**config.mk**
```make
export PLATFORM = sky130hd
export DESIGN_NAME = tpm_divider
export DESIGN_NICKNAME = d
export VERILOG_FILES = /design/src/hdl/tpm_pkg.sv /design/src/hdl/tpm_divider.sv
export SDC_FILE = /design/constraint.sdc
export NUM_CORES = 2
export LEC_CHECK = 0
export ABC_CLOCK_PERIOD_IN_PS = 6800
export BUFFER_PORTS_ARGS = -buffer_cell sky130_fd_sc_hd__buf_2
export CAP_MARGIN = 5
export CORE_MARGIN = 2
export CORE_UTILIZATION = 30
export CTS_CLUSTER_SIZE = 20
export DETAILED_ROUTE_END_ITERATION = 8
export GPL_TIMING_DRIVEN = 0
export PLACE_DENSITY = 0.53
export SLEW_MARGIN = 20
export SYNTH_ARGS = -nofsm -noshare
export SYNTH_HDL_FRONTEND = slang
export SYNTH_SLANG_ARGS = --single-unit
```
**constraint.sdc**
```tcl
create_clock -name clk -period 6.8 [get_ports clk]
set_input_delay 0.34 -clock clk [delete_from_list [all_inputs] [get_ports clk]]
set_output_delay 0.34 -clock clk [all_outputs]
set_load 0.005 [all_outputs]
```
**src/hdl/tpm_pkg.sv**
```systemverilog
// Package: shared types, widths and constants for the touch raw-to-screen mapper.
package tpm_pkg;

    localparam int RAW_W      = 16;   // raw converter reading
    localparam int SIZE_W     = 12;   // screen size register
    localparam int NUM_W      = 28;   // |scale| * |raw - min| (12 x 16 bits)
    localparam int DEN_W      = 16;   // |max - min|
    localparam int COORD_W    = 32;   // signed screen coordinate
    localparam int CFG_IDX_W  = 3;
    localparam int CFG_DATA_W = 16;

    // Calibration points sit CAL_OFFSET in from each screen edge; CAL_MARGIN covers both edges.
    localparam logic [SIZE_W-1:0]         CAL_MARGIN = SIZE_W'(80);
    localparam logic signed [COORD_W-1:0] CAL_OFFSET = COORD_W'(40);
    localparam logic signed [COORD_W-1:0] COORD_BAD  = -COORD_W'(1);

    typedef enum logic [1:0] {
        ORIGIN_LU = 2'd0,
        ORIGIN_RU = 2'd1,
        ORIGIN_RD = 2'd2,
        ORIGIN_LD = 2'd3
    } origin_t;

    typedef enum logic [CFG_IDX_W-1:0] {
        CFG_RAW_X_MIN     = 3'd0,
        CFG_RAW_X_MAX     = 3'd1,
        CFG_RAW_Y_MIN     = 3'd2,
        CFG_RAW_Y_MAX     = 3'd3,
        CFG_SCREEN_WIDTH  = 3'd4,
        CFG_SCREEN_HEIGHT = 3'd5,
        CFG_ORIGIN_CORNER = 3'd6,
        CFG_SWAP_AXES     = 3'd7
    } cfg_index_t;

    localparam logic [SIZE_W-1:0] RST_SCREEN_WIDTH  = SIZE_W'(480);
    localparam logic [SIZE_W-1:0] RST_SCREEN_HEIGHT = SIZE_W'(272);

    typedef struct packed {
        logic [RAW_W-1:0]  raw_x_min;
        logic [RAW_W-1:0]  raw_x_max;
        logic [RAW_W-1:0]  raw_y_min;
        logic [RAW_W-1:0]  raw_y_max;
        logic [SIZE_W-1:0] screen_width;
        logic [SIZE_W-1:0] screen_height;
        origin_t           origin_corner;
        logic              swap_axes;
    } cfg_t;

    // One divide request: unsigned magnitudes plus the sign of the quotient.
    typedef struct packed {
        logic             neg;
        logic [DEN_W-1:0] den;
        logic [NUM_W-1:0] num;
    } div_req_t;

    // Divider result for one axis.
    typedef struct packed {
        logic             neg;
        logic [NUM_W-1:0] quot;
    } div_res_t;

endpackage

```
**src/hdl/tpm_divider.sv**
```systemverilog
// Pipelined restoring divider: one quotient bit per stage, unsigned magnitudes.
module tpm_divider
(
    input  logic                  clk,
    input  logic                  rst_n,
    input  logic                  in_valid,
    input  tpm_pkg::div_req_t     req,
    output logic                  out_valid,
    output tpm_pkg::div_res_t     res
);

    localparam int N = tpm_pkg::NUM_W;
    localparam int D = tpm_pkg::DEN_W;

    typedef struct packed {
        logic         neg;
        logic [D-1:0] den;
        logic [D-1:0] rem;
        logic [N-1:0] work;   // dividend bits shift out, quotient bits shift in
    } div_stage_t;

    function automatic div_stage_t div_step(input div_stage_t s);
        div_stage_t   r;
        logic [D:0]   shifted;
        logic [D+1:0] trial;
        r       = s;
        shifted = {s.rem, s.work[N-1]};
        trial   = {1'b0, shifted} - {2'b00, s.den};
        if (!trial[D+1])
        begin
            r.rem  = trial[D-1:0];
            r.work = {s.work[N-2:0], 1'b1};
        end
        else
        begin
            r.rem  = shifted[D-1:0];
            r.work = {s.work[N-2:0], 1'b0};
        end
        return r;
    endfunction

    div_stage_t stage_reg  [0:N];
    div_stage_t stage_next [0:N];
    logic [N:0] valid_reg;
    logic [N:0] valid_next;

    always_comb
    begin
        stage_next[0].neg  = req.neg;
        stage_next[0].den  = req.den;
        stage_next[0].rem  = '0;
        stage_next[0].work = req.num;
        valid_next[0]      = in_valid;
        for (int k = 0; k < N; k++)
        begin
            stage_next[k+1] = div_step(stage_reg[k]);
            valid_next[k+1] = valid_reg[k];
        end
    end

    always_ff @(posedge clk or negedge rst_n)
    begin
        if (!rst_n)
            valid_reg <= '0;
        else
            valid_reg <= valid_next;
    end

    always_ff @(posedge clk)
    begin
        for (int k = 0; k <= N; k++)
            stage_reg[k] <= stage_next[k];
    end

    assign out_valid = valid_reg[N];
    assign res.neg   = stage_reg[N].neg;
    assign res.quot  = stage_reg[N].work;

endmodule

```
Word-level counts from Yosys, hierarchy flattened
Memory sizes are Yosys's and may differ from the RTL's.
Index checks and enable logic that the tools add are counted.
{ "classes": {"n_mux": 28, "addsub": 28} }
{ "ops": {"columns": ["op", "count"], "rows": [
  ["$mux 44", 28],
  ["$sub 17x16->18", 28]
]} }
{ "totals": {"memories": 1, "ramBits": 1769, "ff_bits": 29, "out_inout_bits": 30, "word_cells": 58, "in_bits": 48} }
{ "mem_list": {"columns": ["name", "depth", "word_bits", "rd", "rd_ports_with_merged_regs", "write_ports", "line", "text"], "rows": [
  ["stage_reg", 29, 61, 29, 0, 29, "tpm_divider.sv:42", "div_stage_t stage_reg [0:N];"]
]} }

Longest topological paths before layout
An unclocked memory read counts as a cell.
{ "depth": {"ltp_word": 3, "ltp_mapped": 12, "mapped_depth_nobuf": 11} }

Least setup slack after synthesis
OpenSTA, ideal clock, no wires.
{ "synth_path": {"path_kind": "reg2reg", "startpoint": "memory stage_reg[1][533] (netlist name)", "endpoint": "memory stage_reg[1][584] (netlist name)", "setup_ns": 0.121, "n_path_buf": 1, "path_stages_with_launch": 11, "path_slack_ns": 4.206, "arrival_time_ns": 2.474, "required_ns": 6.679, "period_less_slack_ns": 2.594, "path_cell_list": "dfxtp_1 > inv_1 > ha_1 > nor2b_1 > o21a_1 > a311o_1 > nand4_1 > o31ai_1 > a21oi_2 > buf_2 > mux2_2"} }
{ "synth_rtl": {"columns": ["element", "line"], "rows": [
  ["start: declaration", "tpm_divider.sv:42"]
]} }

==> metrics.txt <==
outcome=complete, no violations; reg-to-reg endpoint=stage_reg[0][896]$_DFF_P_; largest net degree at the start of global routing=29; Post-CTS Resized=0; Synth Area in Adders=0.0979; Slew Viols, Final=0; setup TNS=0 ps; largest vdd supply drop=0.327 mV; Die Area=just over 200000 um^2; core area=201000 um^2; clock slew seen by the registers of the worst setup and hold paths=60 ps; largest family of logic cells by synthesized area=compound AO/OA/AOI/OAI gates; Net Sw Frac=0.328; normalized max-slew margin=0.406; Synth Register Bits=1750; hpwl dp=around 82000 um; Post-Synth Simple-Gate Area=0.0728; Port Buffers=between 70 and 80; post-route antenna net violation count=0; Int Power=approximately 25000 uW; first-pass GRT wire length=about 190000 um; Area after DPL=64400 um^2; mux cell area share after synthesis=0.0292; GR Util All Layers=0.109; syn avg cell area=roughly 11 um^2; routed vias/inst=4.39; Reg-to-Reg Start=stage_reg[0][838]$_DFF_P_; grt ovf=0; initial antenna violation count=1; detailed-route via count=37800; Post-synth EDFFs=0; DR pass1 iterations=5; RSZ-0062 raised after global routing=false; sw power=between 10000 and 15000 uW; final WL=112000 um; die height=454 um; Area Growth Syn to Fin=18.1%; Setup violations, final=0; Largest register FFs=approximately 1700; Max-Cap Viols=0; clk sinks=1750; main flop type after synthesis=dfxtp_1; Worst Reg-to-Reg Cells=9; Placement Setup Slack=3340 ps; critical path launch point type=register; FFs w/ async S/R, synth=0.0166; I/O pin count=a little under 80; synth top area cells=dfxtp_1 57%, ha_1 8.9%, inv_1 3.5%; post-synthesis cell type count=84; cell count after synthesis=5464; top cell type's share of synthesized area=0.568; hold path depth=2; Leak Pwr=roughly 0.032 uW; pwr dens=520 nW/um^2; Min-Delay Endpoint=stage_reg[0][56]$_DFF_P_; combinational power share=0.342; clock share of power=0.284; worst hold start=req[40]; worst slew pin tran=about 890 ps; clk_skew=53.0 ps; Hold Path Class=in2reg; Tmin final=about 3500 ps; vias in the first global route=38600; wire per inst=around 13 um; CTS tree=built; Reg power frac=0.374; CP Capture Type=register; Synth Cell Area=60700 um^2; Worst EP required=7460 ps; most frequent cell after synthesis=dfxtp_1; n_diodes=0; Residual DRC=0; reg2reg setup slack=3310 ps; cell accounting for the most synthesized area=dfxtp_1; Longest Clk Path Bufs=3; DRT iter0 DRCs=around 1600; total CTS buffers=around 190; final net count=6292; worst skew pair latency=830 ps; Hold Slack=141 ps; post-synthesis sequential area ratio=0.580; xor/xnor share of the synthesized area=0.0397; layout cells sized above 1=0.107; Hold Vio Cnt, Final=0; Finished Cell Area=71600 um^2; total design power=37300 uW; crit path kind=reg2reg; row cnt=165; Fmax=286 MHz; RePlAce Congestion=0.858; fin worst setup slack=3310 ps; post-synthesis compound-gate area fraction=0.137; critical path fanouts, max=10; top cells by count, synth=1721 x dfxtp_1, 565 x inv_1, 433 x ha_1; initial core utilization=0.301; root buf cell=clkbuf_16; Fillers=between 15000 and 20000; H-tree levels=4; Worst EP arrival=4150 ps; synth warn=0; final period utilization=0.514; die width=between 400 and 500 um
## layer usage
metal / track usage / vias to the layer above / wire length [um]
met3: 0.0253 / 254 / 4480
met2: 0.196 / 580 / 55500
met4: 0.0444 / 0 / 3730
li1: - / 19400 / -
met1: 0.123 / 17600 / 48100
met5: 0 / - / 0
## worst max-delay path: stages, from the launching register on
cell	delay, ps
dfxtp_1	340
inv_1	80
ha_1	280
nor2b_1	140
o2111a_1	250
nor3_1	550
o41ai_2	270
a2111oi_4	840
inv_1	350
a2bb2oi_1	220
## power by group through the flow
stage               sequential, uW  combinational (uW)  clock (uW)
finish                       13900               12700       10600
detailed placement           14200               12700           0
global route                 14200               14300       11500
CTS                          14000               12800       11000
global placement             14200               12500           0
floorplan                    13700               10100           0
## stage by stage
stage               instances  utilization
floorplan                5470            -
global placement         8219        0.320
detailed placement       8219        0.320
CTS                      8618        0.355
global route             8618        0.355
finish                   8618        0.355
## placed cells by master (no fill, tap or decap), types with 15 or more instances in the layout
cell | synthesis | layout
clkbuf_16 | 0 | 187
nor2b_1 | 57 | 57
fa_1 | 26 | 26
nor3_1 | 82 | 82
and3_1 | 41 | 41
a221oi_1 | 23 | 23
nand4_1 | 27 | 27
inv_1 | 565 | 565
nand2_1 | 275 | 275
ha_1 | 433 | 433
nand3_1 | 44 | 44
nor2_1 | 265 | 265
nand2b_1 | 55 | 55
clkbuf_1 | 28 | 62
o211ai_1 | 23 | 23
xor2_1 | 107 | 107
dfrtp_1 | 29 | 29
buf_4 | 31 | 31
buf_2 | 30 | 107
o21a_1 | 88 | 88
o31ai_1 | 15 | 15
mux2_2 | 137 | 137
a211oi_1 | 56 | 56
a21o_1 | 147 | 147
o21ai_0 | 291 | 291
a21oi_1 | 298 | 298
mux2i_1 | 23 | 23
dlygate4sd3_1 | 0 | 48
o21bai_1 | 32 | 32
dfxtp_1 | 1721 | 1721
a211o_1 | 20 | 20
clkbuf_8 | 0 | 41
xnor2_1 | 168 | 168
a31oi_1 | 28 | 28
bufinv_16 | 0 | 20
o31a_1 | 20 | 20
clkinv_2 | 0 | 32
and2_1 | 25 | 25
## worst max-delay path by stage
| stage | slack, ps | start | to | depth (start not counted) |
|---|---|---|---|---|
| floorplan | 4210 | stage_reg[1][533]$_DFF_P_ | stage_reg[1][584]$_DFF_P_ | 10 |
| detailed placement | 3340 | stage_reg[0][411]$_DFF_P_ | stage_reg[0][460]$_DFF_P_ | 9 |
| global placement | 3350 | stage_reg[0][838]$_DFF_P_ | stage_reg[0][896]$_DFF_P_ | 9 |
| finish | 3310 | stage_reg[0][838]$_DFF_P_ | stage_reg[0][896]$_DFF_P_ | 9 |
| global route | 3120 | stage_reg[0][167]$_DFF_P_ | stage_reg[0][215]$_DFF_P_ | 11 |
| CTS | 3280 | stage_reg[0][838]$_DFF_P_ | stage_reg[0][896]$_DFF_P_ | 9 |
## layout make-up
class,count,area [um^2],area share
flip-flops and latches,1750,35200,0.491
multi-input cells,3061,22900,0.320
clock buffers,262,5370,0.0750
well taps,2672,3340,0.0467
inverters,567,2130,0.0297
clock inverters,88,1330,0.0186
repair buffers,126,886,0.0124
plain buffers,92,499,0.00697
## kinds of logic after synthesis
group / Yosys count
adders and majority gates: 459
other: 1
AOI/OAI and AO/OA: 1229
and+or+nand+nor: 931
buffers and inverters: 659
muxes: 160
DFF: 1750
xor gates and xnor gates: 275
## what timing repair did
| item | CTS | global route |
|---|---|---|
| hold buffers | 49 | 0 |
| hold endpoints to repair | 75 | 0 |
| setup endpoints to repair | 0 | 0 |
| setup buffers | 0 | 0 |
Note: power is estimated with default switching activity, not from simulation.
