**config.mk**
```make
export PLATFORM = sky130hd
export DESIGN_NAME = tpm_front
export DESIGN_NICKNAME = d
export VERILOG_FILES = /design/src/hdl/tpm_pkg.sv /design/src/hdl/tpm_front.sv
export SDC_FILE = /design/constraint.sdc
export NUM_CORES = 1
export LEC_CHECK = 0
export ABC_AREA = 1
export BUFFER_PORTS_ARGS = -buffer_cell sky130_fd_sc_hd__buf_2
export CORE_UTILIZATION = 35
export DETAILED_ROUTE_END_ITERATION = 10
export PLACE_DENSITY = 0.61
export SLEW_MARGIN = 5
export SYNTH_ARGS = -nofsm -noshare
export SYNTH_HDL_FRONTEND = slang
export SYNTH_SLANG_ARGS = --single-unit
```
**constraint.sdc**
```tcl
create_clock -name clk -period 6.4 [get_ports clk]
set_input_delay 0.96 -clock clk [delete_from_list [all_inputs] [get_ports clk]]
set_output_delay 0.96 -clock clk [all_outputs]
set_load 0.005 [all_outputs]
```
**src/hdl/tpm_pkg.sv**
```systemverilog
// Package: shared types, widths and constants for the touch raw-to-screen mapper.
package tpm_pkg;

    localparam int RAW_W      = 16;   // raw converter reading
    localparam int SIZE_W     = 12;   // screen size register
    localparam int NUM_W      = 28;   // |scale| * |raw - min| (12 x 16 bits)
    localparam int DEN_W      = 16;   // |max - min|
    localparam int COORD_W    = 32;   // signed screen coordinate
    localparam int CFG_IDX_W  = 3;
    localparam int CFG_DATA_W = 16;

    // Calibration points sit CAL_OFFSET in from each screen edge; CAL_MARGIN covers both edges.
    localparam logic [SIZE_W-1:0]         CAL_MARGIN = SIZE_W'(80);
    localparam logic signed [COORD_W-1:0] CAL_OFFSET = COORD_W'(40);
    localparam logic signed [COORD_W-1:0] COORD_BAD  = -COORD_W'(1);

    typedef enum logic [1:0] {
        ORIGIN_LU = 2'd0,
        ORIGIN_RU = 2'd1,
        ORIGIN_RD = 2'd2,
        ORIGIN_LD = 2'd3
    } origin_t;

    typedef enum logic [CFG_IDX_W-1:0] {
        CFG_RAW_X_MIN     = 3'd0,
        CFG_RAW_X_MAX     = 3'd1,
        CFG_RAW_Y_MIN     = 3'd2,
        CFG_RAW_Y_MAX     = 3'd3,
        CFG_SCREEN_WIDTH  = 3'd4,
        CFG_SCREEN_HEIGHT = 3'd5,
        CFG_ORIGIN_CORNER = 3'd6,
        CFG_SWAP_AXES     = 3'd7
    } cfg_index_t;

    localparam logic [SIZE_W-1:0] RST_SCREEN_WIDTH  = SIZE_W'(480);
    localparam logic [SIZE_W-1:0] RST_SCREEN_HEIGHT = SIZE_W'(272);

    typedef struct packed {
        logic [RAW_W-1:0]  raw_x_min;
        logic [RAW_W-1:0]  raw_x_max;
        logic [RAW_W-1:0]  raw_y_min;
        logic [RAW_W-1:0]  raw_y_max;
        logic [SIZE_W-1:0] screen_width;
        logic [SIZE_W-1:0] screen_height;
        origin_t           origin_corner;
        logic              swap_axes;
    } cfg_t;

    // One divide request: unsigned magnitudes plus the sign of the quotient.
    typedef struct packed {
        logic             neg;
        logic [DEN_W-1:0] den;
        logic [NUM_W-1:0] num;
    } div_req_t;

    // Divider result for one axis.
    typedef struct packed {
        logic             neg;
        logic [NUM_W-1:0] quot;
    } div_res_t;

endpackage

```
**src/hdl/tpm_front.sv**
```systemverilog
// Front end: axis selection, magnitudes and the scale multiply (two stages).
module tpm_front
(
    input  logic                  clk,
    input  logic                  rst_n,
    input  logic                  in_valid,
    input  logic [15:0]           raw_x,
    input  logic [15:0]           raw_y,
    input  tpm_pkg::cfg_t         cfg,
    output logic                  out_valid,
    output tpm_pkg::div_req_t     req_x,
    output tpm_pkg::div_req_t     req_y
);

    typedef struct packed {
        logic                         neg;
        logic [tpm_pkg::SIZE_W-1:0]   abs_scale;
        logic [tpm_pkg::RAW_W-1:0]    abs_diff;
        logic [tpm_pkg::DEN_W-1:0]    abs_den;
    } prep_t;

    // Sign of scale*(raw-lo)/(hi-lo) and the three magnitudes.
    function automatic prep_t prep_axis(
        input logic [tpm_pkg::RAW_W-1:0]  raw,
        input logic [tpm_pkg::RAW_W-1:0]  lo,
        input logic [tpm_pkg::RAW_W-1:0]  hi,
        input logic [tpm_pkg::SIZE_W-1:0] size
    );
        prep_t p;
        p.neg       = (size < tpm_pkg::CAL_MARGIN) ^ (raw < lo) ^ (hi < lo);
        p.abs_scale = (size >= tpm_pkg::CAL_MARGIN) ? (size - tpm_pkg::CAL_MARGIN)
                                                    : (tpm_pkg::CAL_MARGIN - size);
        p.abs_diff  = (raw >= lo) ? (raw - lo) : (lo - raw);
        p.abs_den   = (hi >= lo) ? (hi - lo) : (lo - hi);
        return p;
    endfunction

    logic  valid1_reg, valid2_reg;
    prep_t prep_x_reg, prep_y_reg;
    prep_t prep_x_next, prep_y_next;
    tpm_pkg::div_req_t req_x_reg, req_y_reg;
    tpm_pkg::div_req_t req_x_next, req_y_next;

    always_comb
    begin
        if (cfg.swap_axes)
        begin
            prep_x_next = prep_axis(raw_y, cfg.raw_y_min, cfg.raw_y_max, cfg.screen_width);
            prep_y_next = prep_axis(raw_x, cfg.raw_x_min, cfg.raw_x_max, cfg.screen_height);
        end
        else
        begin
            prep_x_next = prep_axis(raw_x, cfg.raw_x_min, cfg.raw_x_max, cfg.screen_width);
            prep_y_next = prep_axis(raw_y, cfg.raw_y_min, cfg.raw_y_max, cfg.screen_height);
        end
    end

    always_comb
    begin
        req_x_next.neg = prep_x_reg.neg;
        req_x_next.den = prep_x_reg.abs_den;
        req_x_next.num = tpm_pkg::NUM_W'(prep_x_reg.abs_scale)
                       * tpm_pkg::NUM_W'(prep_x_reg.abs_diff);
        req_y_next.neg = prep_y_reg.neg;
        req_y_next.den = prep_y_reg.abs_den;
        req_y_next.num = tpm_pkg::NUM_W'(prep_y_reg.abs_scale)
                       * tpm_pkg::NUM_W'(prep_y_reg.abs_diff);
    end

    always_ff @(posedge clk or negedge rst_n)
    begin
        if (!rst_n)
        begin
            valid1_reg <= 1'b0;
            valid2_reg <= 1'b0;
        end
        else
        begin
            valid1_reg <= in_valid;
            valid2_reg <= valid1_reg;
        end
    end

    always_ff @(posedge clk)
    begin
        prep_x_reg <= prep_x_next;
        prep_y_reg <= prep_y_next;
        req_x_reg  <= req_x_next;
        req_y_reg  <= req_y_next;
    end

    assign out_valid = valid2_reg;
    assign req_x     = req_x_reg;
    assign req_y     = req_y_reg;

endmodule

```
* After elaboration in Yosys (flattened, before gate mapping)
Cells that the tools add are included.
W data, S select, Z words.
** Word-level totals
- Register bits :: 182
- Bits of input ports :: 126
- Output and inout port bits :: 91
- Word-level logic and storage cells :: 58
** Operators by class
- Add/subtract/negate cells :: 12
- $mul :: 2
- Magnitude comparators :: 12
- Muxes and demuxes :: 8
- Bitwise gates (word level) :: 8
** Operators by type and width (count)
- $sub A16 B16 Y16 :: 8
- $mux W45 :: 2
- $ge A16 B16 Y1 :: 4
- $lt A16 B16 Y1 :: 4
- $mux W16 :: 4
- $mul A12 B16 Y28 :: 2
- $ge A12 B7 Y1 const B :: 2
- $lt A12 B7 Y1 const B :: 2
- $mux W12 :: 2
- $sub A12 B7 Y12 const B :: 2
- $sub A7 B12 Y12 const A :: 2
- $xor A1 B1 Y1 :: 8

* Longest topological paths before layout
Gate-level depths: netlist (run 1).
- Word-level depth :: 4
- Depth in mapped cells :: 23
- Depth with buffers taken out :: 21

* Least setup slack after synthesis (run 1)
OpenSTA, ideal clock, no wires.
- Kind :: reg-to-reg
- Start point :: reg prep_x_reg[38] (netlist name)
- End point :: reg req_x_reg, in the netlist req_x[27]
- Arrival time :: 4616 ps
- Data required time :: 6287 ps
- Slack :: 1671 ps
- Stages on the path, launching flop included :: 21
- Clock period less this slack :: 4729 ps
- Cells stage by stage :: dfxtp_1 > clkbuf_1 > clkbuf_1 > nand2_1 > fa_1 > inv_1 > fa_1 > fa_1 > fa_1 > inv_1 > fa_1 > inv_1 > ha_1 > nand2_1 > nor2_1 > inv_1 > nor2_1 > nand3_1 > or2_1 > nand4_1 > nand2_1
** RTL lines
- start, declared :: line tpm_front.sv:39 : prep_t prep_x_reg, prep_y_reg;
- start signal, assigned :: line tpm_front.sv:86 : prep_x_reg <= prep_x_next;
- end signal, assigned :: line tpm_front.sv:88 : req_x_reg <= req_x_next;
- end, declared :: line tpm_front.sv:41 : tpm_pkg::div_req_t req_x_reg, req_y_reg;

==> results of run 1 <==
==> area by class of cell <==
class,count,area share [%]
clock inverter,14,0.605
sequential,182,12.5
clock buffer,18,1.47
timing repair buffer,216,3.72
multi-input combinational,2717,64.9
inverter,976,12.6
tap,978,4.20
==> layer usage <==
metal	GRT usage (%)	part of all wire, %
met5	0	0.11
met4	5.80	2.4
met3	3.82	5.0
met2	34.8	49
met1	23.2	43
==> metrics by stage <==
step	instances	worst slack (ns)	utilization, %	hold slack [ns]
final	5101	1.10	38.5	0.236
after global routing	5101	0.744	38.5	0.209
after CTS	5101	1.13	38.5	0.201
after detailed placement	5069	1.17	37.7	0.312
after global placement	5069	1.19	37.7	0.310
after floorplan	3994	1.67	-	0.310
==> worst max path at each step <==
| stage | to | cells past startpoint |
|---|---|---|
| 6_report | req_y[25] | 17 |
| 5_1_grt | req_y[25] | 17 |
| 4_1_cts | req_y[25] | 17 |
| 3_5_place_dp | req_y[25] | 17 |
| 3_3_place_gp | req_y[25] | 17 |
| 2_1_floorplan | req_x[27] | 20 |
==> logic make-up after synthesis <==
kind of cell	after synthesis
AO/OA/AOI/OAI	226
XOR/XNOR	108
adder cells (fa/ha/maj)	552
buffers and inverters	1095
flip-flops	182
AND/OR/NAND/NOR	1831
==> cells in the final DEF (no fill, tap or decap), drive strengths merged, types with 2 or more instances in the layout <==
cell,Yosys,routed
a21o,8,8
fa,288,288
ha,264,264
nand4,48,48
nand3,265,265
a21oi,110,110
clkbuf,83,18
and2,8,8
buf,36,216
a21boi,3,3
dfxtp,180,180
o21bai,7,7
a31oi,4,4
dfrtp,2,2
o21a,2,2
nor4,2,2
xnor2,39,39
or2,2,2
clkinv,2,6
nor2,123,123
xor2,69,69
inv,974,983
o211ai,10,10
nand2,1369,1369
o21ai,80,80
nor3,13,13
==> metrics, run 1 <==
CP Launch Type register; Post-synth EDFFs 0; Worst R2R End req_y[25]; Die Ht 279 um; Max-Cap Viols 0; Cells after Synth 3,994; H-tree Lvls 4; first-pass GRT wire length 120,000 um; drt pass-1 iters 5; most frequent CP cell fa_1; Max clock buf depth 2; vias in the first global route 23,800; Die Width 279 um; slew margin rel. 29.6%; Storage cell area 0.00365 mm^2; root buffer cell clkbuf_16; slew at the pin closest to its max-slew limit 1.05 ns; post-synthesis adder-cell area fraction 33.8%; largest net degree at the start of global routing 68; Compound-Gate Fraction of Synth Area 4.71%; CP endpoint kind register; vias 23,900; post-synthesis sequential area ratio 13.6%; Synth Area in XOR/XNOR 3.53%; die area 0.0777 mm^2; diode count 0; worst-path fanout max 16; Reg2Reg Depth 17; post-route ant nets 0; via/cell ratio 4.68; Fmax achieved 0.189 GHz; post-route cell area 0.0292 mm^2; Post-synth top cells nand2_1 (1,336), inv_1 (955), fa_1 (288); Mapped Area 0.0268 mm^2; CP bufs+invs 3; Req. time, crit path 6.79 ns; CP Class reg -> reg; Synth area leader fa_1; max-slew violations 0; share of layout cells above drive strength 1 8.15%; DP Wirelength 62,300 um; largest cells by area after synthesis fa_1 (22%), nand2_1 (19%), dfxtp_1 (13%); clock-pin slew on the worst setup and hold paths 0.08 ns; number of I/O port buffers 214; GPL Wtd Cong 0.889; clk_lat worst skew 0.49 ns; nets 4,788; largest family of logic cells by synthesized area adder cells; CTS Sinks 182; CP delay by family, top adder cells; R2R setup slack 1.10 ns; gr usage total 19.4%; Resized Gates After CTS 0; Post-DP Area 0.0286 mm^2; Inserted Clock Buffers 17; std cell rows 101; RSZ-0062 raised after global routing no; crit share post-route 82.8%; initial antenna violation count 7; # DRC 0; critical path's slowest cell dfxtp_1; Avg Cell Area, Syn 6.71 um^2; area of the multi-input gates 0.0189 mm^2; total gr overflow 0; Iteration-0 DRC Markers 1,080; post-CTS setup buffers 0; async set-reset flop share out of synthesis 1.10%; CP Launch Point prep_y_reg[38]; status finished, final reports clean; final WL 73,800 um; Top FF cell, synth dfxtp_1; count leader, synth nand2_1; CORE AREA 0.0758 mm^2; Hold Buf Count CTS 0; Worst Path Arrival 5.69 ns; Clock Skews 0.0190 ns; slowest stage delay, CP 0.79 ns; simple logic cell fraction of the synthesized area 28.5%; post-synthesis mux area share 0%; Ys Warns 0; Yosys top cell area share 21.5%; P&R area growth vs syn 8.78%; Tightest Hold Check Type in -> async; Post-Syn Nets 4,672; Tmin final 5.30 ns; Top-Level Pins 217; Reg-to-Reg Start prep_y_reg[38]; Fill cells 8,125; Synth Register Bits 182; post-synth cell types 49; final setup vio count 0; setup TNS 0 ns; Starting Density 35.4%; CP cell instances nand2_1, fa_1, inv_1, fa_1, fa_1, fa_1, inv_1, fa_1, inv_1, ha_1, nand2_1, nor2_1, nand4_1, o21ai_0, nand2_1, nand3_1, nand2_1; final hold violation count 0; wire per inst 14.5 um; CTS tree built
Power of run 1 is left out: the tool's default activity adds up to more than one toggle a clock period on the data nets, which glitch-free logic cannot reach.
==> run 2, diff against run 1 <==
PLACE_DENSITY = 0.63   (was 0.61)
clock period = 4.8 ns   (was 6.4 ns; I/O delays follow)
==> metrics, run 2 (synthesis gave the netlist of run 1 again) <==
# DRC 0 (unchanged); Fill cells 7,995 (-1.6%); wire per inst 14.2 um (-1.7%); CP endpoint kind register; crit share post-route 97.5% (+15 points); Die Width 279 um (unchanged); CP delay by family, top adder cells; commonest non-fill, non-tap cell in the layout nand2_1; die area 0.0777 mm^2 (unchanged); largest net degree at the start of global routing 67 (-1.5%); first-pass GRT wire length 121,000 um (+0.78%); slew at the pin closest to its max-slew limit 1.11 ns (+0.0602 ns); CP Class reg -> reg; Hold Slack 0.320 ns (+0.0833 ns); gr usage total 19.5% (+0.064 points); RSZ-0062 raised after global routing yes; Iteration-0 DRC Markers 1,170 (+8.3%); vias in the first global route 24,200 (+1.6%); Max-Cap Viols 0 (unchanged); Fmax achieved 0.214 GHz (+13%); initial antenna violation count 6 (-1); Tmin final 4.68 ns (-0.620 ns); clk_lat worst skew 0.51 ns (+0.02 ns); Die Ht 279 um (unchanged); CP cell instances buf_4, nand2_1, inv_1, fa_1, inv_1, fa_1, inv_1, fa_1, fa_1, inv_1, fa_1, inv_1, ha_4, nand2_1, inv_1, nand2_1, nor2_1, nand4_1, nand3_1, xor2_1; CP bufs+invs 7 (+4); GPL Wtd Cong 0.907 (+2.1%); CTS tree built; Inserted Clock Buffers 17 (unchanged); Req. time, crit path 5.23 ns (-1.56 ns); final WL 74,500 um (+0.92%); WL met1 32,600 um (+1.6%); final setup vio count 0 (unchanged); final core occ 40.5% (+2.0 points); clock-pin slew on the worst setup and hold paths 0.07 ns (about the same); DP Wirelength 63,600 um (+2.1%); Starting Density 35.4% (unchanged); H-tree Lvls 4 (unchanged); Max clock buf depth 2 (unchanged); Met2 Wirelength 37,000 um (+2.3%); root buffer cell clkbuf_16; vias 24,400 (+2.2%); max-slew violations 0 (unchanged); critical path's slowest cell fa_1; nets 4,922 (+2.8%); Worst Path Arrival 5.11 ns (-0.58 ns); most frequent CP cell inv_1; top routing layer used met5; number of I/O port buffers 214 (unchanged); share of layout cells above drive strength 1 13.2% (+5.0 points); CTS Sinks 182 (unchanged); post-route ant nets 0 (unchanged); final hold violation count 0 (unchanged); drt pass-1 iters 5 (unchanged); total gr overflow 0 (unchanged); slew margin rel. 25.6% (-4.0 points); P&R area growth vs syn 14.6%; status finished, final reports clean; Tightest Hold Check Type in -> reg; worst-path fanout max 9 (-7); via/cell ratio 4.66 (-0.42%); most frequent cells in the layout nand2_1 (1,331), inv_1 (950), fa_1 (286), ha_1 (252), nand3_1 (251); metal3 WL 3400 um (-7.8%); Worst Slack Setup Final 0.121 ns (-0.980 ns); Setup WS pre-CTS -0.0915 ns (-1.26 ns); Top-Level Pins 217 (unchanged); slowest stage delay, CP 0.54 ns (-0.25 ns); CP Launch Type register; CORE AREA 0.0758 mm^2 (unchanged); std cell rows 101 (unchanged); Clock Skews 0.0213 ns (+0.00239 ns)
==> run 2: cell count changes in the layout (fill, tap and decap cells not counted), moves of 11 or more <==
cell | previous run | this run
buf_4 | 2 | 117
nor2_1 | 110 | 99
dfxtp_2 | 0 | 26
buf_12 | 0 | 13
ha_4 | 0 | 11
ha_1 | 264 | 252
dfxtp_1 | 180 | 145
==> run 2: stage by stage <==
| stage | instances | instance area [um^2] | TNS, ns |
|---|---|---|---|
| 2_1_floorplan | 3994 | 26800 | 0 |
| 3_3_place_gp | 5192 | 29600 | -0.0488 |
| 3_5_place_dp | 5192 | 29600 | -0.180 |
| 4_1_cts | 5224 | 30300 | 0 |
| 5_1_grt | 5236 | 30700 | -0.166 |
| 6_report | 5236 | 30700 | 0 |
==> run 2: worst paths after layout <==
check / startpoint / to / slack [ns] / depth (start not counted)
min reg2reg: prep_x_reg[8] / req_x[36] / 0.33 / 0
min: in_valid / valid1_reg / 0.32 / 1
max in group asynchronous: rst_n / valid1_reg / 4.19 / 2
min in group asynchronous: rst_n / out_valid / 0.52 / 2
max: prep_x_reg[38] / req_x[21] / 0.12 / 20
max reg2reg: prep_x_reg[38] / req_x[21] / 0.12 / 20
==> run 2: metal layers <==
layer	global-route usage, %	vias to the layer above
met2	35.1	502
met5	0	-
met3	3.25	76
met4	5.13	8
li1	-	12300
met1	23.7	11500
==> run 2: area by class of cell <==
class | instances | area, um^2 | area share, %
flip-flops and latches | 182 | 3720 | 12.1
clock buffers | 18 | 439 | 1.43
inverters | 976 | 3670 | 11.9
repair buffers | 350 | 2280 | 7.41
diodes | 2 | 5.00 | 0.0163
well taps | 978 | 1220 | 3.98
clock inverters | 13 | 159 | 0.517
multi-input cells | 2717 | 19200 | 62.6
==> run 2: repair_timing <==
action | 4_1_cts | 5_1_grt
hold buffers | 1 | 0
setup buffers | 0 | 11
pin swaps | 0 | 23
resized for setup | 8 | 119
endpoints found under the hold margin | 2 | 0
setup endpoints to repair | 10 | 31
==> run 2: worst reg2reg max path, delay by kind of cell (launching register included) <==
kind,cells,cell delay [ns]
flip-flops,1,0.39
adder cells (fa/ha/maj),6,2.78
XOR/XNOR,1,0.15
AND/OR/NAND/NOR,6,0.74
buffers and inverters,7,0.54
Power of run 2 is left out for the same reason.
