## src/hdl/tpm_pkg.sv

```systemverilog
// Package: shared types, widths and constants for the touch raw-to-screen mapper.
package tpm_pkg;

    localparam int RAW_W      = 16;   // raw converter reading
    localparam int SIZE_W     = 12;   // screen size register
    localparam int NUM_W      = 28;   // |scale| * |raw - min| (12 x 16 bits)
    localparam int DEN_W      = 16;   // |max - min|
    localparam int COORD_W    = 32;   // signed screen coordinate
    localparam int CFG_IDX_W  = 3;
    localparam int CFG_DATA_W = 16;

    // Calibration points sit CAL_OFFSET in from each screen edge; CAL_MARGIN covers both edges.
    localparam logic [SIZE_W-1:0]         CAL_MARGIN = SIZE_W'(80);
    localparam logic signed [COORD_W-1:0] CAL_OFFSET = COORD_W'(40);
    localparam logic signed [COORD_W-1:0] COORD_BAD  = -COORD_W'(1);

    typedef enum logic [1:0] {
        ORIGIN_LU = 2'd0,
        ORIGIN_RU = 2'd1,
        ORIGIN_RD = 2'd2,
        ORIGIN_LD = 2'd3
    } origin_t;

    typedef enum logic [CFG_IDX_W-1:0] {
        CFG_RAW_X_MIN     = 3'd0,
        CFG_RAW_X_MAX     = 3'd1,
        CFG_RAW_Y_MIN     = 3'd2,
        CFG_RAW_Y_MAX     = 3'd3,
        CFG_SCREEN_WIDTH  = 3'd4,
        CFG_SCREEN_HEIGHT = 3'd5,
        CFG_ORIGIN_CORNER = 3'd6,
        CFG_SWAP_AXES     = 3'd7
    } cfg_index_t;

    localparam logic [SIZE_W-1:0] RST_SCREEN_WIDTH  = SIZE_W'(480);
    localparam logic [SIZE_W-1:0] RST_SCREEN_HEIGHT = SIZE_W'(272);

    typedef struct packed {
        logic [RAW_W-1:0]  raw_x_min;
        logic [RAW_W-1:0]  raw_x_max;
        logic [RAW_W-1:0]  raw_y_min;
        logic [RAW_W-1:0]  raw_y_max;
        logic [SIZE_W-1:0] screen_width;
        logic [SIZE_W-1:0] screen_height;
        origin_t           origin_corner;
        logic              swap_axes;
    } cfg_t;

    // One divide request: unsigned magnitudes plus the sign of the quotient.
    typedef struct packed {
        logic             neg;
        logic [DEN_W-1:0] den;
        logic [NUM_W-1:0] num;
    } div_req_t;

    // Divider result for one axis.
    typedef struct packed {
        logic             neg;
        logic [NUM_W-1:0] quot;
    } div_res_t;

endpackage

```

## src/hdl/tpm_finish.sv

```systemverilog
// Back end: sign and offset, then mirroring and the degenerate-span override.
module tpm_finish
(
    input  logic                   clk,
    input  logic                   rst_n,
    input  logic                   in_valid,
    input  tpm_pkg::div_res_t      res_x,
    input  tpm_pkg::div_res_t      res_y,
    input  tpm_pkg::cfg_t          cfg,
    output logic                   done,
    output logic signed [31:0]     screen_x,
    output logic signed [31:0]     screen_y,
    output logic                   valid_res
);

    localparam int W = tpm_pkg::COORD_W;

    function automatic logic signed [W-1:0] apply_offset(input tpm_pkg::div_res_t r);
        logic signed [W-1:0] q;
        q = $signed({{(W-tpm_pkg::NUM_W){1'b0}}, r.quot});
        return r.neg ? (tpm_pkg::CAL_OFFSET - q) : (tpm_pkg::CAL_OFFSET + q);
    endfunction

    logic                validA_reg, validB_reg;
    logic signed [W-1:0] coord_x_reg, coord_y_reg;
    logic signed [W-1:0] sx_reg, sy_reg, sx_next, sy_next;
    logic                ok_reg, ok_next;
    logic                mirror_x, mirror_y;
    logic signed [W-1:0] width_ext, height_ext;

    assign mirror_x   = (cfg.origin_corner == tpm_pkg::ORIGIN_RU)
                     || (cfg.origin_corner == tpm_pkg::ORIGIN_RD);
    assign mirror_y   = (cfg.origin_corner == tpm_pkg::ORIGIN_RD)
                     || (cfg.origin_corner == tpm_pkg::ORIGIN_LD);
    assign width_ext  = $signed({{(W-tpm_pkg::SIZE_W){1'b0}}, cfg.screen_width});
    assign height_ext = $signed({{(W-tpm_pkg::SIZE_W){1'b0}}, cfg.screen_height});

    always_comb
    begin
        ok_next = (cfg.raw_x_min != cfg.raw_x_max) && (cfg.raw_y_min != cfg.raw_y_max);
        sx_next = mirror_x ? (width_ext - coord_x_reg) : coord_x_reg;
        sy_next = mirror_y ? (height_ext - coord_y_reg) : coord_y_reg;
        if (!ok_next)
        begin
            sx_next = tpm_pkg::COORD_BAD;
            sy_next = tpm_pkg::COORD_BAD;
        end
    end

    always_ff @(posedge clk or negedge rst_n)
    begin
        if (!rst_n)
        begin
            validA_reg <= 1'b0;
            validB_reg <= 1'b0;
        end
        else
        begin
            validA_reg <= in_valid;
            validB_reg <= validA_reg;
        end
    end

    always_ff @(posedge clk)
    begin
        coord_x_reg <= apply_offset(res_x);
        coord_y_reg <= apply_offset(res_y);
        sx_reg      <= sx_next;
        sy_reg      <= sy_next;
        ok_reg      <= ok_next;
    end

    assign done      = validB_reg;
    assign screen_x  = sx_reg;
    assign screen_y  = sy_reg;
    assign valid_res = ok_reg;

endmodule

```

## config.mk

```make
export PLATFORM = sky130hd
export DESIGN_NAME = tpm_finish
export DESIGN_NICKNAME = d
export VERILOG_FILES = /design/src/hdl/tpm_pkg.sv /design/src/hdl/tpm_finish.sv
export SDC_FILE = /design/constraint.sdc
export NUM_CORES = 1
export LEC_CHECK = 0
export ABC_AREA = 1
export BUFFER_PORTS_ARGS = -buffer_cell sky130_fd_sc_hd__buf_2
export CAP_MARGIN = 20
export CORE_MARGIN = 10
export CORE_UTILIZATION = 30
export DETAILED_ROUTE_END_ITERATION = 10
export PLACE_DENSITY = 0.53
export SETUP_SLACK_MARGIN = 0.4
export SYNTH_ARGS = -nofsm -noshare
export SYNTH_HDL_FRONTEND = slang
export SYNTH_SLANG_ARGS = --single-unit
```

## constraint.sdc

```tcl
create_clock -name clk -period 1.87 [get_ports clk]
set_clock_uncertainty 0.2 [all_clocks]
set_input_delay 0.374 -clock clk [delete_from_list [all_inputs] [get_ports clk]]
set_output_delay 0.374 -clock clk [all_outputs]
set_load 0.02 [all_outputs]
```

Word-level counts from Yosys, hierarchy flattened
Cells that the tools add are included.
{"block": "totals", "regBits": 131, "inputBits": 152, "wordCells": 25}
{"block": "op_classes", "add_sub_neg": 6, "eq_ne": 5, "n_mux": 4, "n_reduce_logical": 3}
{"op": "two-way mux 32 bit", "n": 4}
{"op": "subtractor 13 x 32 -> 32 bit", "n": 2}
{"op": "adder 6 x 28 -> 29 bit, first input constant", "n": 2}
{"op": "subtractor 6 x 28 -> 29 bit, first input constant", "n": 2}
{"op": "inequality test 16 bit", "n": 2}
{"op": "equality test 2 bit, second input constant", "n": 2}
{"op": "equality test 2 x 1 -> 1 bit, second input constant", "n": 1}
{"op": "logical OR 1 bit", "n": 2}
{"op": "logical AND 1 bit", "n": 1}

Logic depth before layout (Yosys ltp)
Gate-level depths: netlist of run 1.
{"block": "depth", "ltp_word": 3, "ltp_mapped": 14, "mapped_depth_nobuf": 14}

Least setup slack after synthesis of run 1
No wires, ideal clock.
{"block": "synth_timing", "path_kind": "input to register", "from": "input port cfg[15] (netlist bit)", "to": "register sx_reg[24], in the netlist screen_x[24]", "setup_time_ns": 0.120, "t_arrival_ns": 1.813, "setup_slack_ns": -0.264, "cell_stages": 13, "path_buffers": 0, "path_cell_list": "inv_1 -> ha_1 -> fa_1 -> inv_1 -> nand3_1 -> nand3_1 -> nand2_1 -> nand2_1 -> nand2_1 -> nand2_1 -> nand3_1 -> nand2_1 -> nand3_1"}
{"block": "synth_between", "elab_chain_cells": 2}
{"item": "start, declared", "line": "tpm_finish.sv:9", "rtl": "input tpm_pkg::cfg_t cfg,"}
{"item": "subtractor 13 x 32 -> 32 bit", "line": "tpm_finish.sv:41", "rtl": "sx_next = mirror_x ? (width_ext - coord_x_reg) : coord_x_reg;"}
{"item": "two-way mux 32 bit", "line": "tpm_finish.sv:41"}
{"item": "end signal, assigned", "line": "tpm_finish.sv:68", "rtl": "sx_reg <= sx_next;"}
{"item": "end, declared", "line": "tpm_finish.sv:26", "rtl": "logic signed [W-1:0] sx_reg, sy_reg, sx_next, sy_next;"}
Every way passes these cells.
A chain may end at the register's enable or synchronous reset.

Final worst setup path of run 1
{"block": "layout_timing", "from": "register coord_x_reg[0]", "to": "register sx_reg[24], in the netlist screen_x[24]"}
{"block": "layout_between", "elab_chain_cells": 2}
{"item": "start, declared", "line": "tpm_finish.sv:25", "rtl": "logic signed [W-1:0] coord_x_reg, coord_y_reg;"}
{"item": "start signal, assigned", "line": "tpm_finish.sv:66", "rtl": "coord_x_reg <= apply_offset(res_x);"}
{"item": "subtractor 13 x 32 -> 32 bit", "line": "tpm_finish.sv:41"}
{"item": "two-way mux 32 bit", "line": "tpm_finish.sv:41"}
Every way passes these cells.

==> results.md, run 1 <==
- Main flop type after synthesis: sky130_fd_sc_hd__dfxtp_1
- Sum of net half-perimeters after detailed placement: 30.2 mm
- Startpoint kind of the worst setup timing path: flip-flop
- Hold violation count in the final report: 0
- Area growth, synth to finish: 69.6%
- Result of the run: finished with violations
- CTS root buffer: sky130_fd_sc_hd__clkbuf_16
- Proportion of register bits with asynchronous set or reset after synthesis: 0.0157
- Total power of the final layout: 0.0118 W
- Post-synthesis cell type with the largest combined area: sky130_fd_sc_hd__dfxtp_1
- Fraction of power consumed by the clock network: 0.297
- Max frequency: 505 MHz
- Iteration-0 DRC Markers: 611
- Total negative setup slack: -1.09 ns
- Period utilization: 1.06
- Vias in the first global route: 11100
- Post-detailed-route DRC marker count: 0
- Total congestion overflow after global routing: 0
- Endpoint required time on the critical path: 1.98 ns
- # placed instances: 2294
- Clock tree from TritonCTS: built
- Total leakage power: 7.87 nW
- Via count: 11300
- Routed via count divided by cell count: 4.74
- Die Span Y: 198 um
- Clock buffers created by TritonCTS: 17
- Hold Crit Start: res_y[1]
- Final core utilization: 0.514
- Clock H-tree levels: 4
- Cell types occupying the most area after synthesis: sky130_fd_sc_hd__dfxtp_1 26%, sky130_fd_sc_hd__nand2_1 20%, sky130_fd_sc_hd__nand3_1 9.1%
- Net count, final: 2155
- Global-route wire length before repair: 58.0 mm
- Gr usage total: 0.185
- Seq/Total Area, Yosys: 0.268
- Placement row count: 65
- Routability Congestion: 0.890
- Fraction of power consumed by combinational cells: 0.412
- Initial cell density of the core: 0.303
- Critical path arrival: 2.09 ns
- Sw power: 0.00424 W
- Number of non-filler instances in the completed layout: 2384
- Share of Yosys cell area claimed by the top area cell type: 0.263
- Share of layout cells above drive strength 1: 0.512
- Sum of routed wire length over all layers: 37.8 mm
- Total internal power: 0.00755 W
- Unrepaired setup endpoints after global routing: true
- Pin count of the biggest net entering global routing: 28
- Avg Inst Size Synth: 6.07 um2
- Tightest Hold Check Type: primary input to flip-flop
- Area of the core: 31400 um2
- Worst-Skew Late Latency: 0.43 ns
- Number of maximum-capacitance constraint violations: 0
- PnR worst setup slack: -0.110 ns
- Max_slew headroom: 0.664
- Die width: 198 um
- Max FO, Critical Path: 5
- Post-synthesis cell area: 9510 um2
- EDFF count, synth: 0
- PwrDens: 731 nW/um2
- Proportion of total power due to net switching: 0.359
- Peak VDD IR: 0.456 mV
- Full die area: 39200 um2
- Sort of element at the end of the critical path: flip-flop
- Worst-path clk slew: 0.06 ns
- Clock tree sinks: 127
- Number of storage elements in the synthesis netlist: 127
- Detailed Routing Iterations Pass 1: 7
- Launching point of the worst reg2reg path: coord_x_reg[0]
- Tightest Pin Transition: 0.500 ns
- Yosys warns: 0
- Sequential share of power: 0.291
- Count of port buffers added during placement: 216
- Routed wire per std cell: 15.9 um
- Post-synth cell types: 43
- Setup violation total in the final timing report: 24
- Post-synthesis net count: 1755
- Final critical path time including I/O delays and setup: 1.98 ns
- Max-slew violation count: 0
- Top-Level Pins: 218
- Post-route antenna net violation count: 0
- Category of the critical setup timing path: flip-flop to flip-flop
- Beginning of the critical path: coord_x_reg[0]
- Violations in the final reports: negative setup slack
- Buffer levels on the longest clock path: 2
- Gate Count Post-Synth: 1567
- Number of antenna violations at the first check in global routing: 2
[routing by layer]
metal | up-vias | wire length, um | track usage
li1 | 5785 | - | -
met1 | 5207 | 18000 | 0.248
met2 | 254 | 17700 | 0.298
met3 | 43 | 1510 | 0.0304
met4 | 2 | 582 | 0.0495
met5 | - | 12 | 0
[per-stage QoR]
stage | worst slack [ns] | hold WS (ns) | instance area (um2)
after floorplan | -0.105 | -0.122 | 10600
after global placement | -0.396 | -0.0405 | 12900
after detailed placement | -0.440 | -0.0384 | 12900
after CTS | -0.0752 | 0.00399 | 14800
after global routing | -0.210 | 0.0146 | 16100
final | -0.110 | 0.00408 | 16100
[power by group through the flow]
| stage | Sequential [W] | Clock (W) | Combinational [W] |
|---|---|---|---|
| 6_report | 0.00343 | 0.00351 | 0.00486 |
| 3_5_place_dp | 0.00338 | 0 | 0.00358 |
| 5_1_grt | 0.00346 | 0.00368 | 0.00528 |
| 3_3_place_gp | 0.00338 | 0 | 0.00355 |
| 2_1_floorplan | 0.00360 | 0 | 0.00191 |
| 4_1_cts | 0.00340 | 0.00358 | 0.00428 |
[worst max-delay path, stage by stage (launching register included)]
cell,delay [ns]
sky130_fd_sc_hd__dfxtp_2,0.33
sky130_fd_sc_hd__ha_4,0.16
sky130_fd_sc_hd__fa_2,0.37
sky130_fd_sc_hd__inv_2,0.07
sky130_fd_sc_hd__nand3_2,0.09
sky130_fd_sc_hd__nand3_4,0.10
sky130_fd_sc_hd__nand2_2,0.08
sky130_fd_sc_hd__nand2_4,0.08
sky130_fd_sc_hd__nand2_4,0.07
sky130_fd_sc_hd__nand2_4,0.11
sky130_fd_sc_hd__nand3_2,0.06
sky130_fd_sc_hd__nand2_1,0.08
sky130_fd_sc_hd__nand3_1,0.06
[cells in the mapped netlist (5+ instances only)]
cell                       instances
sky130_fd_sc_hd__o21bai_1          5
sky130_fd_sc_hd__nor3_1           25
sky130_fd_sc_hd__or2_2             9
sky130_fd_sc_hd__xnor2_1          32
sky130_fd_sc_hd__dfxtp_1         125
sky130_fd_sc_hd__nor2_1          155
sky130_fd_sc_hd__nand4_1          45
sky130_fd_sc_hd__nand3_1         173
sky130_fd_sc_hd__buf_2            18
sky130_fd_sc_hd__a21oi_1          37
sky130_fd_sc_hd__xor2_1           48
sky130_fd_sc_hd__nand2_1         515
sky130_fd_sc_hd__o21ai_1          10
sky130_fd_sc_hd__ha_1             34
sky130_fd_sc_hd__inv_1           217
sky130_fd_sc_hd__clkbuf_1         10
sky130_fd_sc_hd__nand3_2          20
sky130_fd_sc_hd__o21ai_0          37
[logic make-up after synthesis]
| group | count (synthesis) | synth area share |
|---|---|---|
| DFF | 127 | 0.268 |
| xor gates and xnor gates | 80 | 0.0737 |
| buffers and inverters | 257 | 0.107 |
| AOI/OAI and AO/OA | 101 | 0.0568 |
| and+or+nand+nor | 966 | 0.445 |
| adders and majority gates | 36 | 0.0489 |
[placed cells by master (no fill, tap or decap), types with 16 or more instances in the layout]
cell type / Yosys / layout
sky130_fd_sc_hd__xor2_1: 48 / 45
sky130_fd_sc_hd__buf_6: 3 / 79
sky130_fd_sc_hd__inv_4: 0 / 17
sky130_fd_sc_hd__a21oi_1: 37 / 16
sky130_fd_sc_hd__nor2_1: 155 / 91
sky130_fd_sc_hd__nor2_2: 4 / 41
sky130_fd_sc_hd__nand2_1: 515 / 352
sky130_fd_sc_hd__clkbuf_16: 0 / 17
sky130_fd_sc_hd__dfxtp_2: 0 / 49
sky130_fd_sc_hd__buf_4: 2 / 181
sky130_fd_sc_hd__inv_1: 217 / 141
sky130_fd_sc_hd__nand2_4: 1 / 43
sky130_fd_sc_hd__nand3_2: 20 / 72
sky130_fd_sc_hd__nand4_1: 45 / 45
sky130_fd_sc_hd__nor2_4: 0 / 27
sky130_fd_sc_hd__nand3_1: 173 / 106
sky130_fd_sc_hd__buf_2: 18 / 132
sky130_fd_sc_hd__ha_4: 0 / 33
sky130_fd_sc_hd__xnor2_1: 32 / 31
sky130_fd_sc_hd__dfxtp_1: 125 / 65
sky130_fd_sc_hd__o21ai_1: 10 / 18
sky130_fd_sc_hd__inv_2: 3 / 53
sky130_fd_sc_hd__nand2_2: 3 / 123
[worst paths after layout]
check / endpoint / slack, ns / cells past startpoint
max: screen_x[24] / -0.11 / 12
max in group asynchronous: done / 1.29 / 2
min reg2reg: done / 0.15 / 0
min: coord_y_reg[1] / 0.004 / 3
max reg2reg: screen_x[24] / -0.11 / 12
min in group asynchronous: validA_reg / 0.08 / 2
[layout make-up]
cell class              count  area, um2
inverters                 220        972
repair buffers            416       3210
flip-flops and latches    127       2660
clock buffers              20        467
diodes                      2       5.00
clock inverters            12        158
multi-input cells        1185       8160
well taps                 402        503
fillers                  3037      15300
[timing repair]
action,4_1_cts,5_1_grt
setup endpoints to repair,140,142
setup buffers,17,32
resized for setup,362,318
cloned,2,0
pin swaps,92,147
hold buffers,3,2
hold endpoints to repair,4,2
(Power assumes the default switching activity.)
==> run 2: changes to the inputs <==
Settings changed: SKIP_CTS_REPAIR_TIMING set to 1.
==> run 2 against run 1 <==
Against the previous run: the flow still finishes with violations (negative setup slack); non-clock buffer count decreased by 23; clock power about the same; via count shrank 1.6%; die area unchanged; core utilization down 2.2 points; final area down 4.2%; critical path type unchanged; largest power group unchanged; highest routed layer unchanged.
==> results.md, run 2 (synthesis gave the netlist of run 1 again) <==
- Tightest Hold Check Type: primary input to flip-flop (unchanged)
- Peak VDD IR: 0.453 mV (was 0.456 mV)
- Max_slew headroom: 0.661 (was 0.664)
- Die Span Y: 198 um (unchanged)
- Total congestion overflow after global routing: 0 (unchanged)
- Post-detailed-route DRC marker count: 0 (unchanged)
- Sw power: 0.00408 W (was 0.00424 W)
- Sum of routed wire length over all layers: 36.9 mm (was 37.8 mm)
- Proportion of total power due to net switching: 0.357 (was 0.359)
- Fraction of power consumed by combinational cells: 0.395 (was 0.412)
- Routed via count divided by cell count: 4.71 (was 4.74)
- Tightest Pin Transition: 0.505 ns (was 0.500 ns)
- Startpoint kind of the worst setup timing path: flip-flop (unchanged)
- Result of the run: finished with violations (unchanged)
- Worst-Skew Late Latency: 0.43 ns (about the same)
- Top-Level Pins: 218 (unchanged)
- Area growth, synth to finish: 62.5% (was 69.6%)
- Hold violation count in the final report: 0 (unchanged)
- Met1 Use GR: 0.244 (was 0.248)
- Area of the core: 31400 um2 (unchanged)
- Clock H-tree levels: 4 (unchanged)
- Fraction of power consumed by the clock network: 0.306 (was 0.297)
- Post-route antenna net violation count: 0 (unchanged)
- Clock tree from TritonCTS: built (unchanged)
- Count of port buffers added during placement: 216 (unchanged)
- Routability Congestion: 0.890 (unchanged)
- Initial cell density of the core: 0.303 (unchanged)
- Category of the critical setup timing path: flip-flop to flip-flop (unchanged)
- Beginning of the critical path: coord_y_reg[11] (was coord_x_reg[0])
- Hold WS: 0.00789 ns (was 0.00408 ns)
- Routed wire per std cell: 15.6 um (was 15.9 um)
- Total leakage power: 7.60 nW (was 7.87 nW)
- Global-route wire length before repair: 55.7 mm (was 58.0 mm)
- Placement row count: 65 (unchanged)
- Endpoint required time on the critical path: 1.98 ns (about the same)
- Reg-to-Reg End: screen_y[16] (was screen_x[24])
- Via count: 11100 (was 11300)
- Critical path arrival: 2.11 ns (was 2.09 ns)
- Final critical path time including I/O delays and setup: 2.01 ns (was 1.98 ns)
- Die width: 198 um (unchanged)
- Share of layout cells above drive strength 1: 0.473 (was 0.512)
- Sequential share of power: 0.299 (was 0.291)
- Net count, final: 2132 (was 2155)
- Number of maximum-capacitance constraint violations: 0 (unchanged)
- CTS root buffer: sky130_fd_sc_hd__clkbuf_16 (unchanged)
- Most frequent standard cell in the layout excluding fill and tap cells: sky130_fd_sc_hd__nand2_1 (unchanged)
- End of the critical path: screen_y[16] (was screen_x[24])
- Max-slew violation count: 0 (unchanged)
- Final core utilization: 0.492 (was 0.514)
- Place WS: -0.440 ns (unchanged)
- Sum of net half-perimeters after detailed placement: 30.2 mm (unchanged)
- Period utilization: 1.07 (was 1.06)
- Worst-path clk slew: 0.06 ns (about the same)
- Buffer levels on the longest clock path: 2 (unchanged)
- Unrepaired setup endpoints after global routing: true (unchanged)
- Vias in the first global route: 10600 (was 11100)
- Sort of element at the end of the critical path: flip-flop (unchanged)
- Max frequency: 499 MHz (was 505 MHz)
- Clock tree sinks: 127 (unchanged)
- Grt met3 use: 0.0300 (was 0.0304)
- # placed instances: 2294 (unchanged)
- PwrDens: 740 nW/um2 (was 731 nW/um2)
- Combined area of the multi-input logic cells: 7780 um2 (was 8160 um2)
- Pin count of the biggest net entering global routing: 28 (unchanged)
- Minimum setup slack among reg-to-reg paths: -0.14 ns (was -0.11 ns)
- R2r worst-path depth: 8 (was 12)
- Setup violation total in the final timing report: 22 (was 24)
- Launching point of the worst reg2reg path: coord_y_reg[11] (was coord_x_reg[0])
- Gr usage total: 0.178 (was 0.185)
- PnR worst setup slack: -0.135 ns (was -0.110 ns)
- Number of antenna violations at the first check in global routing: 2 (unchanged)
- Clock buffers created by TritonCTS: 17 (unchanged)
- Routing layer with the top usage in global route: met2 (unchanged)
- Full die area: 39200 um2 (unchanged)
- Global Route met2 Usage: 0.279 (was 0.298)
- Total internal power: 0.00736 W (was 0.00755 W)
- Number of non-filler instances in the completed layout: 2361 (was 2384)
- Violations in the final reports: negative setup slack (unchanged)
- Total area of sequential cells: 2650 um2 (was 2660 um2)
- Commonest cells after routing, fill and taps aside: 379 x sky130_fd_sc_hd__nand2_1, 183 x sky130_fd_sc_hd__buf_4, 145 x sky130_fd_sc_hd__inv_1 (was 352 x sky130_fd_sc_hd__nand2_1, 181 x sky130_fd_sc_hd__buf_4, 141 x sky130_fd_sc_hd__inv_1)
- Iteration-0 DRC Markers: 642 (was 611)
- Total of fill cells in the finished design: 3145 (was 3037)
- Detailed Routing Iterations Pass 1: 7 (unchanged)
- Max FO, Critical Path: 4 (was 5)
## run 2: changes by cell type in the layout (fill, tap and decap cells not counted), sizes merged
cell         previous run  this run
buf                   402       384
dlygate4sd3             5         3
clkbuf                 29        26
## run 2: how the worst min path moves through the flow
stage / to / slack (ns) / from / cells past startpoint
after global placement: validA_reg / -0.04 / rst_n / 1
after global routing: coord_y_reg[1] / 0.02 / res_y[1] / 3
after detailed placement: validA_reg / -0.04 / rst_n / 1
after CTS: validA_reg / -0.49 / rst_n / 1
final: coord_y_reg[27] / 0.008 / res_y[27] / 3
after floorplan: done / -0.12 / rst_n / 0
## run 2: power groups by stage
stage               Combinational [W]  Sequential (W)  Clock (W)
floorplan                     0.00191         0.00360          0
global placement              0.00355         0.00338          0
detailed placement            0.00358         0.00338          0
CTS                           0.00360         0.00332    0.00358
global route                  0.00493         0.00345    0.00368
finish                        0.00452         0.00342    0.00351
## run 2: layout make-up
cell class | instances | area share
Antenna cell | 2 | 0.000324
Clock buffer | 20 | 0.0302
Clock inverter | 12 | 0.0102
Timing Repair Buffer | 393 | 0.189
Multi-Input combinational cell | 1185 | 0.504
Tap cell | 402 | 0.0325
Sequential cell | 127 | 0.171
Inverter | 220 | 0.0627
## run 2: critical path: stages (launching register included)
cell and delay (ns):
sky130_fd_sc_hd__dfxtp_2 0.34, sky130_fd_sc_hd__inv_2 0.05, sky130_fd_sc_hd__ha_4 0.26, sky130_fd_sc_hd__nand2_1 0.10, sky130_fd_sc_hd__inv_2 0.06, sky130_fd_sc_hd__a211oi_2 0.47
sky130_fd_sc_hd__nand2_2 0.19, sky130_fd_sc_hd__nand3_1 0.13, sky130_fd_sc_hd__nand3_2 0.08
## run 2: stage by stage
step	area, um2	TNS (ns)	total power, W
5_1_grt	15400	-4.66	0.0121
2_1_floorplan	10600	-0.695	0.00551
4_1_cts	13500	-4.24	0.0105
3_3_place_gp	12900	-11.53	0.00692
3_5_place_dp	12900	-12.89	0.00696
6_report	15500	-1.36	0.0114
## run 2: layer usage
layer | part of all wire | vias to the layer above
met3 | 0.044 | 43
met1 | 0.48 | 5077
li1 | - | 5727
met5 | 0.00033 | -
met4 | 0.016 | 2
met2 | 0.46 | 260
